**config.mk**
```make
export PLATFORM = sky130hd
export DESIGN_NAME = mkf_ctrl
export DESIGN_NICKNAME = d
export VERILOG_FILES = /design/src/mkf_pkg.sv /design/src/mkf_ctrl.sv
export SDC_FILE = /design/constraint.sdc
export NUM_CORES = 1
export LEC_CHECK = 0
export BUFFER_PORTS_ARGS = -buffer_cell sky130_fd_sc_hd__clkbuf_2
export CAP_MARGIN = 20
export CORE_ASPECT_RATIO = 0.8
export CORE_UTILIZATION = 57
export CTS_BUF_LIST = sky130_fd_sc_hd__clkbuf_4
export CTS_CLUSTER_DIAMETER = 50
export CTS_CLUSTER_SIZE = 24
export DETAILED_ROUTE_END_ITERATION = 10
export PLACE_DENSITY = 0.8
export SYNTH_ARGS = -nofsm -noshare
export SYNTH_HDL_FRONTEND = slang
export SYNTH_SLANG_ARGS = --single-unit
```
**constraint.sdc**
```tcl
create_clock -name clk -period 2.3 [get_ports clk]
set_input_delay 0.46 -clock clk [delete_from_list [all_inputs] [get_ports clk]]
set_output_delay 0.46 -clock clk [all_outputs]
set_load 0.005 [all_outputs]
```
**src/mkf_pkg.sv**
```systemverilog
// Shared types, model coefficients and fixed-point helpers for the motor Kalman filter.
package mkf_pkg;

  localparam int W    = 32;
  localparam int NW   = 31;
  localparam int AW   = 40;
  localparam int FRAC = 28;

  // Register indexes on the configuration port
  localparam logic [2:0] REG_Q_POS  = 3'd0;
  localparam logic [2:0] REG_Q_VEL  = 3'd1;
  localparam logic [2:0] REG_Q_LOAD = 3'd2;
  localparam logic [2:0] REG_Q_CUR  = 3'd3;
  localparam logic [2:0] REG_R_MEAS = 3'd4;

  typedef enum logic [3:0] {
    OP_NOP, OP_LOAD, OP_INIT, OP_MUL, OP_ACC, OP_STORE,
    OP_DIV, OP_KSTORE, OP_INNOV, OP_OUT
  } op_t;

  // Phases of one filter step
  typedef enum logic [2:0] {
    SG_XP, SG_AP, SG_PP, SG_XU, SG_PU
  } stage_t;

  typedef struct packed {
    op_t        op;
    stage_t     stage;
    logic [1:0] i;
    logic [1:0] j;
    logic [2:0] m;
  } cmd_t;

  typedef struct packed {
    logic div_done;
  } stat_t;

  // Transition matrix A, Q4.28
  function automatic logic signed [W-1:0] a_coef(input logic [1:0] r, input logic [1:0] c);
    logic signed [W-1:0] v;
    case ({r, c})
      4'b0000: v = 32'sd268435456;
      4'b0001: v = 32'sd53687;
      4'b0011: v = 32'sd26844;
      4'b0101: v = 32'sd227982233;
      4'b0110: v = -32'sd51620138;
      4'b0111: v = 32'sd140525961;
      4'b1010: v = 32'sd268435456;
      4'b1101: v = -32'sd126272039;
      4'b1110: v = 32'sd13475460;
      4'b1111: v = 32'sd194723080;
      default: v = '0;
    endcase
    return v;
  endfunction

  // Input vector B, Q4.28
  function automatic logic signed [W-1:0] b_coef(input logic [1:0] r);
    logic signed [W-1:0] v;
    case (r)
      2'd1:    v = 32'sd6710886;
      2'd3:    v = 32'sd21528524;
      default: v = '0;
    endcase
    return v;
  endfunction

  // Product scaled down by 2^28, rounding half up
  function automatic logic signed [35:0] rnd28(input logic signed [63:0] p);
    logic signed [63:0] t;
    t = p + 64'sd134217728;
    return t[63:28];
  endfunction

  function automatic logic signed [W-1:0] sat32(input logic signed [AW-1:0] v);
    logic signed [W-1:0] r;
    if (v > 40'sd2147483647)       r = 32'sh7fffffff;
    else if (v < -40'sd2147483648) r = 32'sh80000000;
    else                           r = v[W-1:0];
    return r;
  endfunction

endpackage

```
**src/mkf_ctrl.sv**
```systemverilog
// Sequencer that walks the datapath through prediction, gain and correction.
module mkf_ctrl import mkf_pkg::*; (
  input  logic  clk,
  input  logic  rst_n,
  input  logic  in_valid,
  output logic  in_ready,
  output logic  out_valid,
  input  logic  out_ready,
  output cmd_t  cmd,
  input  stat_t stat
);

  typedef enum logic [3:0] {
    C_IDLE, C_INIT, C_MUL, C_ACC, C_STORE, C_DIV, C_DWAIT, C_INNOV, C_OUT
  } state_t;

  state_t     state_r, state_nxt;
  stage_t     stage_r, stage_nxt;
  logic [1:0] i_r, i_nxt, j_r, j_nxt;
  logic [2:0] m_r, m_nxt, last_m;
  logic       ov_r, ov_nxt;
  logic       two_d, elem_last;

  always_comb begin
    case (stage_r)
      SG_XP:        last_m = 3'd4;
      SG_AP, SG_PP: last_m = 3'd3;
      default:      last_m = 3'd0;
    endcase
  end
  assign two_d     = (stage_r == SG_AP) || (stage_r == SG_PP) || (stage_r == SG_PU);
  assign elem_last = two_d ? (i_r == 2'd3 && j_r == 2'd3) : (i_r == 2'd3);

  // Command to the datapath
  always_comb begin
    cmd.stage = stage_r;
    cmd.i     = i_r;
    cmd.j     = j_r;
    cmd.m     = m_r;
    case (state_r)
      C_IDLE:  cmd.op = in_valid ? OP_LOAD : OP_NOP;
      C_INIT:  cmd.op = OP_INIT;
      C_MUL:   cmd.op = OP_MUL;
      C_ACC:   cmd.op = OP_ACC;
      C_STORE: cmd.op = OP_STORE;
      C_DIV:   cmd.op = OP_DIV;
      C_DWAIT: cmd.op = stat.div_done ? OP_KSTORE : OP_NOP;
      C_INNOV: cmd.op = OP_INNOV;
      C_OUT:   cmd.op = (!ov_r || out_ready) ? OP_OUT : OP_NOP;
      default: cmd.op = OP_NOP;
    endcase
  end

  // Next state and counters
  always_comb begin
    state_nxt = state_r;
    stage_nxt = stage_r;
    i_nxt     = i_r;
    j_nxt     = j_r;
    m_nxt     = m_r;
    ov_nxt    = ov_r && !out_ready;
    case (state_r)
      C_IDLE: begin
        if (in_valid) begin
          stage_nxt = SG_XP;
          i_nxt     = '0;
          j_nxt     = '0;
          m_nxt     = '0;
          state_nxt = C_INIT;
        end
      end
      C_INIT: state_nxt = C_MUL;
      C_MUL:  state_nxt = C_ACC;
      C_ACC: begin
        if (m_r == last_m) state_nxt = C_STORE;
        else begin
          m_nxt     = m_r + 3'd1;
          state_nxt = C_MUL;
        end
      end
      C_STORE: begin
        m_nxt = '0;
        if (!elem_last) begin
          if (two_d) {i_nxt, j_nxt} = {i_r, j_r} + 4'd1;
          else       i_nxt = i_r + 2'd1;
          state_nxt = C_INIT;
        end else begin
          i_nxt = '0;
          j_nxt = '0;
          case (stage_r)
            SG_XP: begin stage_nxt = SG_AP; state_nxt = C_INIT; end
            SG_AP: begin stage_nxt = SG_PP; state_nxt = C_INIT; end
            SG_PP: state_nxt = C_DIV;
            SG_XU: begin stage_nxt = SG_PU; state_nxt = C_INIT; end
            default: state_nxt = C_OUT;
          endcase
        end
      end
      C_DIV: state_nxt = C_DWAIT;
      C_DWAIT: begin
        if (stat.div_done) begin
          if (i_r == 2'd3) state_nxt = C_INNOV;
          else begin
            i_nxt     = i_r + 2'd1;
            state_nxt = C_DIV;
          end
        end
      end
      C_INNOV: begin
        stage_nxt = SG_XU;
        i_nxt     = '0;
        state_nxt = C_INIT;
      end
      C_OUT: begin
        if (!ov_r || out_ready) begin
          ov_nxt    = 1'b1;
          state_nxt = C_IDLE;
        end
      end
      default: state_nxt = C_IDLE;
    endcase
  end

  always_ff @(posedge clk) begin
    if (!rst_n) begin
      state_r <= C_IDLE;
      stage_r <= SG_XP;
      i_r     <= '0;
      j_r     <= '0;
      m_r     <= '0;
      ov_r    <= 1'b0;
    end else begin
      state_r <= state_nxt;
      stage_r <= stage_nxt;
      i_r     <= i_nxt;
      j_r     <= j_nxt;
      m_r     <= m_nxt;
      ov_r    <= ov_nxt;
    end
  end

  assign in_ready  = (state_r == C_IDLE);
  assign out_valid = ov_r;

  // Checks
  a_one_item: assert property (@(posedge clk) disable iff (!rst_n)
    in_valid && in_ready |=> !in_ready)
    else $error("second item taken while a step runs");
  a_gain_wait: assert property (@(posedge clk) disable iff (!rst_n)
    stat.div_done |-> state_r == C_DWAIT)
    else $error("gain ready outside the gain wait");
  a_result_src: assert property (@(posedge clk) disable iff (!rst_n)
    $rose(ov_r) |-> $past(state_r) == C_OUT)
    else $error("result raised outside the output step");

endmodule
```
==> impl_metrics.py, run 1 <==
metrics = {
    "status": {
        "outcome": "finished clean",
    },
    "floorplanning": {
        "design.portCount": 21,
        "floorplan.initialDensity": 0.621,
        "floorplan.die_area_sq_um": 2290,
        "die_width_um": 53.2,
        "num_rows": 14,
        "floorplan.die.height_um": 43.0,
        "design.core.area_sq_um": 1930,
    },
    "grt": {
        "global_route_wire_length_before_repair_um": 5140,
        "largest_net_degree_at_the_start_of_global_routing": 23,
        "grt_util_met2": 0.453,
        "globalRouteOverflowTotal": 0,
        "global_routing_met1_resource_utilization": 0.407,
        "gr-usage-met3": 0.0896,
        "grt_usage": 0.309,
        "via_count_of_the_first_global_routing_pass": 1138,
        "busiest_layer": "met2",
        "antenna_found_initial": 0,
    },
    "synthesis": {
        "synth_compound_gate_area_share": 0.232,
        "synth_xor_xnor_area_share": 0.0219,
        "muxShareOfSynthArea": 0.0251,
        "synth_cells": 155,
        "postSynthNetCount": 163,
        "synthesis.yosys.warnings": 0,
        "synthesis.area_per_instance_sq_um": 7.73,
        "synth_cell_types": 51,
        "synth.cell_area_sq_um": 1200,
        "synthArstFlopShare": 0,
        "main_combinational_cell_family_by_area_after_synthesis": "simple AND/OR/NAND/NOR gates",
        "synth_top_area_share": 0.251,
        "yosys.area_share.adder": 0.0313,
        "seq_area_frac_synth": 0.251,
        "post-synth-top-area-cell": "dfxtp_1",
        "count_of_flip_flops_with_a_built_in_enable_after_synthesis": 0,
        "synth.ff_latch_count": 15,
        "simple_gate_fraction_of_synth_area": 0.367,
        "synth_ff_type": "dfxtp_1",
        "yosys-top-cells-area": "dfxtp_1 (25%), a21oi_1 (4.6%), nand2_1 (4.1%), o21ai_0 (3.3%), ha_1 (3.1%)",
    },
    "route": {
        "avgRoutedWirePerCell_um": 15.4,
        "viasPerCell": 6.48,
        "postRouteAntennaNets": 0,
        "route.vias.total": 1271,
        "drc": 0,
        "first_pass_iteration_count_of_the_detailed_router": 4,
        "postRouteWirelength_um": 3020,
        "dr.first_iter.drc_count": 26,
    },
    "clocking": {
        "path_clk_slew_ns": 0.10,
        "cts_root_buf": "clkbuf_4",
        "cts_buffer_depth": 2,
        "worst_skew_pair.late_latency_ns": 0.30,
        "cts_max_level": 1,
        "tritoncts_clock_tree": "built",
        "cts-buffers-inserted": 3,
        "cts_hold_buffers": 0,
        "cts_sink_cnt": 15,
    },
    "pwr": {
        "total_leakage_power_nw": 0.529,
        "max-vdd-ir-drop_v": 0.000496,
        "power.density_nw_per_um2": 603,
    },
    "run": {
        "maxCapViolCount": 0,
    },
    "layout": {
        "areaGrowthSynthToFinish_pct": 10.3,
        "drive_above_1_share": 0.238,
        "layout_commonest_cell": "clkbuf_2",
        "post-route-util": 0.686,
        "num-fill-cells": 175,
        "commonest_cells_after_routing_fill_and_taps_aside": "clkbuf_2 (20), dfxtp_1 (14), nand2_1 (13), a21oi_1 (11), nor2_1 (10)",
        "antennaDiodeCount": 0,
        "post_layout_nets": 181,
    },
    "worst_setup_path": {
        "endpoint_kind": "output port",
        "worstPathRequired_ns": 1.84,
        "cp_max_fo": 15,
        "worst_ep_arrival_time_ns": 1.69,
        "critical_path_class": "flop to output port",
        "worstSetupStartpointType": "flop",
    },
    "sta": {
        "slew_violations": 0,
        "worst-slew-pin-transition_ns": 0.779,
        "fin_crit_sh": 0.935,
        "fin_tns_setup_ns": 0,
        "finClkSkew_ns": 0.00186,
        "setup_violations": 0,
        "finalHoldViolCount": 0,
        "grt_setup_unrepaired": "false",
        "final.min_clock_period_ns": 2.15,
        "relSlewSlack": 0.474,
        "clock.fmax_ghz": 0.465,
    },
    "placement": {
        "place.port_buffers": 20,
        "detailedPlacementHpwl_um": 2210,
        "gpl.final_weighted_congestion": 0.961,
    },
    "min_path": {
        "timing.hold.worst.class": "input pin to flop",
    },
}
==> state kept, by name (all words and copies together) (netlist names) <==
name / cells
m_r: 3
state_r: 4
j_r: 2
out_valid: 1
i_r: 2
stage_r: 3
==> per-layer routing <==
metal,vias up,wire [um]
li1,613,-
met1,598,1370
met2,49,1340
met3,11,225
met4,0,78
met5,-,0
==> stage by stage <==
stage | instance area (sq um) | setup WS [ns] | hold WS (ns) | cells | power, W
3_5_place_dp | 1290 | 0.490 | 0.513 | 192 | 0.000619
2_1_floorplan | 1200 | 0.579 | 0.483 | 155 | 0.000549
5_1_grt | 1320 | 0.00591 | 0.528 | 196 | 0.000844
3_3_place_gp | 1290 | 0.566 | 0.478 | 192 | 0.000610
4_1_cts | 1320 | 0.154 | 0.505 | 196 | 0.000794
6_report | 1320 | 0.150 | 0.513 | 196 | 0.000796
==> layout make-up <==
class	count	area [sq um]	share of cell area
multi-input combinational	123	811	0.614
sequential	15	302	0.228
timing repair buffer	23	123	0.0928
clock buffer	4	30.0	0.0227
tap	24	30.0	0.0227
inverter	7	26.3	0.0199
==> kinds of logic after synthesis <==
group	count (synthesis)
AND/OR/NAND/NOR	73
AO/OA/AOI/OAI	41
buffers and inverters	17
flip-flops	15
XOR/XNOR	3
multiplexers	3
adder cells (fa/ha/maj)	3
==> critical path: stages, from the launching register on <==
cell and delay, ns:
dfxtp_1 0.65, inv_1 0.20, nor2_1 0.15, o21ai_0 0.11, a21oi_1 0.15, clkbuf_2 0.13
==> final timing paths <==
path	start	to	slack [ns]	depth (start not counted)
max	state_r[1]$_SDFFE_PN0P_	cmd[11]	0.15	5
min	out_ready	out_valid$_SDFF_PN0_	0.51	3
max reg2reg	state_r[0]$_SDFFE_PN0P_	stage_r[1]$_SDFFE_PN0P_	0.42	6
min reg2reg	j_r[1]$_SDFFE_PN0P_	j_r[1]$_SDFFE_PN0P_	0.52	2
==> power breakdown <==
part,switching [W],total (W),internal [W]
clock network,0.0000974,0.000177,0.0000795
logic,0.000154,0.000278,0.000125
registers,0.0000607,0.000341,0.000280
total,0.000312,0.000796,0.000484
==> timing repair <==
item,4_1_cts,5_1_grt
resized for setup,0,1
setup buffers,0,0
hold endpoints to repair,0,0
setup endpoints to repair,0,2
==> synthesized netlist by cell type, types with 2 or more instances <==
library cell and n:
buf_2 3, or4_4 2, nor4_1 5, nor2b_1 5, inv_1 5, nor2_1 10
mux2i_1 3, a31oi_1 4, buf_6 2, nand2b_1 3, nor3_1 7, a21oi_1 11
o21ai_1 2, o21ai_0 8, o31ai_1 2, dfxtp_1 15, nand3_1 4, nor3b_1 2
o21bai_1 2, or4_1 2, nand3b_1 5, clkbuf_1 4, o211a_1 2, ha_1 3
xnor2_1 2, nand2_1 13, nand4_1 5
Note: power is estimated with default switching activity, not from simulation.
==> inputs of run 2 (changes only) <==
--- a/config.mk
+++ b/config.mk
@@ -13,7 +13,7 @@
 export CTS_CLUSTER_DIAMETER = 50
 export CTS_CLUSTER_SIZE = 24
 export DETAILED_ROUTE_END_ITERATION = 10
-export PLACE_DENSITY = 0.8
+export PLACE_DENSITY = 0.81
 export SYNTH_ARGS = -nofsm -noshare
 export SYNTH_HDL_FRONTEND = slang
 export SYNTH_SLANG_ARGS = --single-unit
==> constraint.sdc (replaced) <==
create_clock -name clk -period 2.3 [get_ports clk]
set_input_delay 0.46 -clock clk [delete_from_list [all_inputs] [get_ports clk]]
set_output_delay 0.46 -clock clk [all_outputs]
set_load 0.02 [all_outputs]
==> impl_metrics.py, run 2 (synthesis results as in run 1) <==
metrics = {
    "floorplanning": {
        "floorplan.initialDensity": 0.621,
        "design.core.area_sq_um": 1930,
        "num_rows": 14,
        "design.portCount": 21,
        "floorplan.die.height_um": 43.0,
        "floorplan.die_area_sq_um": 2290,
        "die_width_um": 53.2,
    },
    "clocking": {
        "cts-buffers-inserted": 3,
        "tritoncts_clock_tree": "built",
        "cts_sink_cnt": 15,
        "path_clk_slew_ns": 0.10,
        "cts_max_level": 1,
        "cts_setup_buffers": 0,
        "cts_buffer_depth": 2,
        "worst_skew_pair.late_latency_ns": 0.30,
        "cts_root_buf": "clkbuf_4",
    },
    "sta": {
        "fin_tns_setup_ns": 0,
        "clock.fmax_ghz": 0.467,
        "setup_violations": 0,
        "hold_ws_ns": 0.514,
        "finClkSkew_ns": 0.0133,
        "slew_violations": 0,
        "final.min_clock_period_ns": 2.14,
        "fin_crit_sh": 0.932,
        "grt_setup_unrepaired": "false",
        "worst-slew-pin-transition_ns": 0.668,
        "relSlewSlack": 0.554,
        "finalHoldViolCount": 0,
    },
    "layout": {
        "num-fill-cells": 169,
        "antennaDiodeCount": 0,
        "largestRegisters": "state_r x4, m_r x3, stage_r x3",
        "commonest_cells_after_routing_fill_and_taps_aside": "clkbuf_2 (20), nand2_1 (13), dfxtp_1 (13), a21oi_1 (11), nor2_1 (10)",
        "areaGrowthSynthToFinish_pct": 10.2,
        "max_ffs_per_register": 4,
        "post_layout_nets": 181,
        "post-route-util": 0.685,
        "multi_input_area_sq_um": 811,
        "final_area_sq_um": 1320,
        "largest_register_by_flop_count": "state_r",
        "ff_latch_area_sq_um": 303,
        "layout_commonest_cell": "clkbuf_2",
        "drive_above_1_share": 0.244,
    },
    "worst_setup_path": {
        "critical_path_class": "flop to output port",
        "cp_max_fo": 14,
        "worst_ep_arrival_time_ns": 1.68,
        "worstPathRequired_ns": 1.84,
        "critical_path.n_buffers_inverters": 1,
        "timing.critical_path.cells": "nand3_1 > or2_1 > o21ai_0 > clkbuf_2",
        "cp_delay_by_family_top": "flip-flops",
        "worst_path_largest_cell_delay_ns": 0.61,
        "worstSetupStartpointType": "flop",
        "endpoint_kind": "output port",
        "master_of_the_slowest_instance_on_the_critical_path": "dfxtp_1",
    },
    "status": {
        "outcome": "finished clean",
    },
    "route": {
        "postRouteAntennaNets": 0,
        "first_pass_iteration_count_of_the_detailed_router": 4,
        "drc": 0,
        "route.vias.total": 1261,
        "dr.first_iter.drc_count": 40,
        "postRouteWirelength_um": 3030,
        "viasPerCell": 6.43,
        "avgRoutedWirePerCell_um": 15.5,
    },
    "grt": {
        "antenna_found_initial": 0,
        "largest_net_degree_at_the_start_of_global_routing": 17,
        "globalRouteOverflowTotal": 0,
        "via_count_of_the_first_global_routing_pass": 1076,
        "global_route_wire_length_before_repair_um": 4890,
        "grt_usage": 0.293,
    },
    "pwr": {
        "total_power_w": 0.000813,
        "total_leakage_power_nw": 0.529,
        "power.density_nw_per_um2": 616,
        "max-vdd-ir-drop_v": 0.000398,
    },
    "placement": {
        "place.port_buffers": 20,
        "gpl.final_weighted_congestion": 0.938,
        "detailedPlacementHpwl_um": 2240,
        "dpl_cell_area_sq_um": 1290,
    },
    "min_path": {
        "timing.hold.worst.class": "flop to flop",
    },
    "run": {
        "maxCapViolCount": 0,
    },
}
-- run 2: worst register-to-register path, stage by stage (launching register included) --
cell and delay [ns]:
dfxtp_1 0.45, ha_1 0.37, nor3b_1 0.28, nand4_1 0.16
a31oi_2 0.31, nor2_1 0.07, a311oi_1 0.26
-- run 2: per-stage QoR --
step           worst slack (ns)  instances
5_1_grt                 0.00980        196
3_5_place_dp              0.365        192
3_3_place_gp              0.443        192
4_1_cts                   0.115        196
2_1_floorplan             0.282        155
6_report                  0.157        196
-- run 2: report_power, final --
group	leakage (nW)	total, W	internal, W	switching (W)
Sequential	0.123	0.000343	0.000282	0.0000616
Clock	0.0177	0.000157	0.0000648	0.0000917
Combinational	0.388	0.000313	0.000126	0.000187
Total	0.529	0.000813	0.000472	0.000341
-- run 2: routing by layer --
metal,track usage,vias to the layer above,wire (um)
li1,-,615,-
met1,0.390,593,1350
met2,0.453,51,1450
met3,0.0753,2,218
met4,0.0947,0,14
met5,0,-,0
-- run 2: final timing paths --
check / cells after the start / from / end / slack, ns
setup reg to reg: 6 / i_r[0]$_SDFFE_PN0P_ / stage_r[1]$_SDFFE_PN0P_ / 0.32
hold reg to reg: 2 / j_r[1]$_SDFFE_PN0P_ / j_r[1]$_SDFFE_PN0P_ / 0.51
hold / removal: 2 / j_r[1]$_SDFFE_PN0P_ / j_r[1]$_SDFFE_PN0P_ / 0.51
setup / recovery: 4 / state_r[0]$_SDFFE_PN0P_ / cmd[13] / 0.16
-- run 2: timing repair --
item / in CTS / in global routing
setup endpoints to repair: 0 / 2
gates resized for setup: 0 / 2
hold buffers: 0 / 0
-- run 2: final cells by class --
cell class	instances	share of cell area
Clock buffer	3	0.0171
Sequential cell	15	0.229
Clock inverter	1	0.00379
Multi-Input combinational cell	123	0.614
Timing Repair Buffer	23	0.0929
Tap cell	24	0.0227
Inverter	7	0.0199
==> inputs of run 3 (changes only) <==
--- a/config.mk
+++ b/config.mk
@@ -8,12 +8,11 @@
 export BUFFER_PORTS_ARGS = -buffer_cell sky130_fd_sc_hd__clkbuf_2
 export CAP_MARGIN = 20
 export CORE_ASPECT_RATIO = 0.8
-export CORE_UTILIZATION = 57
+export CORE_UTILIZATION = 35
 export CTS_BUF_LIST = sky130_fd_sc_hd__clkbuf_4
 export CTS_CLUSTER_DIAMETER = 50
 export CTS_CLUSTER_SIZE = 24
 export DETAILED_ROUTE_END_ITERATION = 10
-export PLACE_DENSITY = 0.81
 export SYNTH_ARGS = -nofsm -noshare
 export SYNTH_HDL_FRONTEND = slang
 export SYNTH_SLANG_ARGS = --single-unit
==> impl_metrics.py, run 3 (synthesis results as in run 1) <==
metrics = {
    "route": {
        "avgRoutedWirePerCell_um": 14.5,
        "viasPerCell": 5.79,
        "postRouteAntennaNets": 0,
        "dr.first_iter.drc_count": 125,
        "drc": 0,
        "first_pass_iteration_count_of_the_detailed_router": 4,
        "postRouteWirelength_um": 3080,
        "route.vias.total": 1233,
    },
    "clocking": {
        "cts_root_buf": "clkbuf_4",
        "cts_setup_buffers": 0,
        "path_clk_slew_ns": 0.10,
        "cts_sink_cnt": 15,
        "cts_max_level": 1,
        "cts_buffer_depth": 2,
        "cts_hold_buffers": 0,
        "tritoncts_clock_tree": "built",
        "cts-buffers-inserted": 3,
        "worst_skew_pair.late_latency_ns": 0.30,
    },
    "pwr": {
        "max-vdd-ir-drop_v": 0.000341,
        "sequentialPowerShare": 0.421,
        "total_power_w": 0.000817,
        "combinationalPowerShare": 0.377,
        "p_clk_frac": 0.202,
        "power.net_switching_w": 0.000346,
        "switching_share": 0.423,
        "cell_int_power_w": 0.000472,
        "total_leakage_power_nw": 0.534,
        "power.density_nw_per_um2": 606,
    },
    "layout": {
        "layout_commonest_cell": "clkbuf_2",
        "post_layout_nets": 182,
        "areaGrowthSynthToFinish_pct": 12.6,
        "max_ffs_per_register": 4,
        "largestRegisters": "state_r x4, m_r x3, stage_r x3",
        "final_area_sq_um": 1350,
        "largest_register_by_flop_count": "state_r",
        "antennaDiodeCount": 0,
        "commonest_cells_after_routing_fill_and_taps_aside": "clkbuf_2 (20), nand2_1 (13), dfxtp_1 (12), a21oi_1 (11), nor2_1 (10)",
        "drive_above_1_share": 0.254,
        "post_layout_nonfiller_instances": 213,
    },
    "floorplanning": {
        "num_rows": 18,
        "die_width_um": 67.4,
        "floorplan.die_area_sq_um": 3660,
        "floorplan.die.height_um": 54.3,
        "floorplan.initialDensity": 0.377,
        "design.portCount": 21,
        "design.core.area_sq_um": 3180,
    },
    "worst_setup_path": {
        "worst_ep_arrival_time_ns": 1.70,
        "reg2reg_depth": 6,
        "worst_path_largest_cell_delay_ns": 0.75,
        "worst-r2r-setup-slack_ns": 0.45,
        "master_of_the_slowest_instance_on_the_critical_path": "dfxtp_1",
        "worstSetupStartpointType": "flop",
        "worstPathRequired_ns": 1.84,
        "critical_path_class": "flop to output port",
        "cp_max_fo": 17,
        "timing.critical_path.cells": "nand3b_1 > o21ai_0 > clkbuf_2",
        "endpoint_kind": "output port",
        "worst_r2r_endpoint": "stage_r[1]$_SDFFE_PN0P_",
        "regToRegStartpoint": "i_r[0]$_SDFFE_PN0P_",
    },
    "sta": {
        "fin_crit_sh": 0.940,
        "finClkSkew_ns": 0.00591,
        "worst-slew-pin-transition_ns": 0.643,
        "relSlewSlack": 0.571,
        "clock.fmax_ghz": 0.462,
        "setup_violations": 0,
        "final.min_clock_period_ns": 2.16,
        "fin_tns_setup_ns": 0,
        "grt_setup_unrepaired": "false",
        "slew_violations": 0,
        "finalHoldViolCount": 0,
    },
    "grt": {
        "global_route_wire_length_before_repair_um": 4960,
        "largest_net_degree_at_the_start_of_global_routing": 18,
        "grt_usage": 0.182,
        "antenna_found_initial": 0,
        "via_count_of_the_first_global_routing_pass": 1039,
        "globalRouteOverflowTotal": 0,
    },
    "placement": {
        "detailedPlacementHpwl_um": 2220,
        "dpl_cell_area_sq_um": 1320,
        "post-place-cells": 209,
        "place.port_buffers": 20,
        "gpl.final_weighted_congestion": 0.832,
    },
    "run": {
        "maxCapViolCount": 0,
    },
    "min_path": {
        "hold_path.startpoint": "j_r[1]$_SDFFE_PN0P_",
        "hold_path_depth": 2,
        "timing.hold.worst.class": "flop to flop",
        "worstHoldEndpoint": "j_r[1]$_SDFFE_PN0P_",
    },
    "status": {
        "outcome": "finished clean",
    },
}
run 3: critical path: cells and delay by family (launching register included):
kind                   cells  cell delay, ns
DFF                        1            0.75
AOI/OAI and AO/OA          1            0.22
buffers and inverters      1            0.20
and+or+nand+nor            1            0.23
run 3: through the flow:
step / util / setup WS, ns / hold WS, ns
2_1_floorplan: - / 0.282 / 0.563
3_3_place_gp: 0.415 / 0.460 / 0.484
3_5_place_dp: 0.415 / 0.405 / 0.507
4_1_cts: 0.424 / 0.0837 / 0.513
5_1_grt: 0.425 / 0.0432 / 0.519
6_report: 0.425 / 0.138 / 0.518
run 3: final cells by class:
class | instances | area [sq um]
sequential | 15 | 304
timing repair buffer | 24 | 130
multi-input combinational | 123 | 811
fill | 335 | 1830
tap | 40 | 50.0
inverter | 7 | 26.3
clock buffer | 3 | 22.5
clock inverter | 1 | 5.00
run 3: routing by layer:
metal / vias to the layer above / part of all wire / wire length, um / global-route usage
met2: 50 / 0.43 / 1340 / 0.275
li1: 616 / - / - / -
met5: - / 0 / 0 / 0
met4: 0 / 0.011 / 34 / 0.0355
met3: 7 / 0.088 / 271 / 0.0583
met1: 560 / 0.47 / 1440 / 0.252
run 3: repair_timing:
action | CTS | global route
resized for setup | 0 | 3
endpoints found under the setup margin | 0 | 3
endpoints found under the hold margin | 0 | 0
run 3: worst max-delay path by stage:
stage	from	end	slack [ns]
final	state_r[3]$_SDFFE_PN0P_	cmd[13]	0.14
after global routing	state_r[3]$_SDFFE_PN0P_	cmd[13]	0.04
after global placement	state_r[2]$_SDFFE_PN0P_	cmd[10]	0.46
after floorplan	state_r[3]$_SDFFE_PN0P_	cmd[10]	0.28
after detailed placement	state_r[0]$_SDFFE_PN0P_	cmd[13]	0.41
after CTS	state_r[0]$_SDFFE_PN0P_	cmd[13]	0.08
run 3: power by group through the flow:
stage,clock [W],sequential [W],combinational [W]
2_1_floorplan,0,0.000325,0.000259
3_3_place_gp,0,0.000343,0.000305
3_5_place_dp,0,0.000346,0.000305
4_1_cts,0.000167,0.000341,0.000307
5_1_grt,0.000175,0.000352,0.000336
6_report,0.000165,0.000344,0.000308
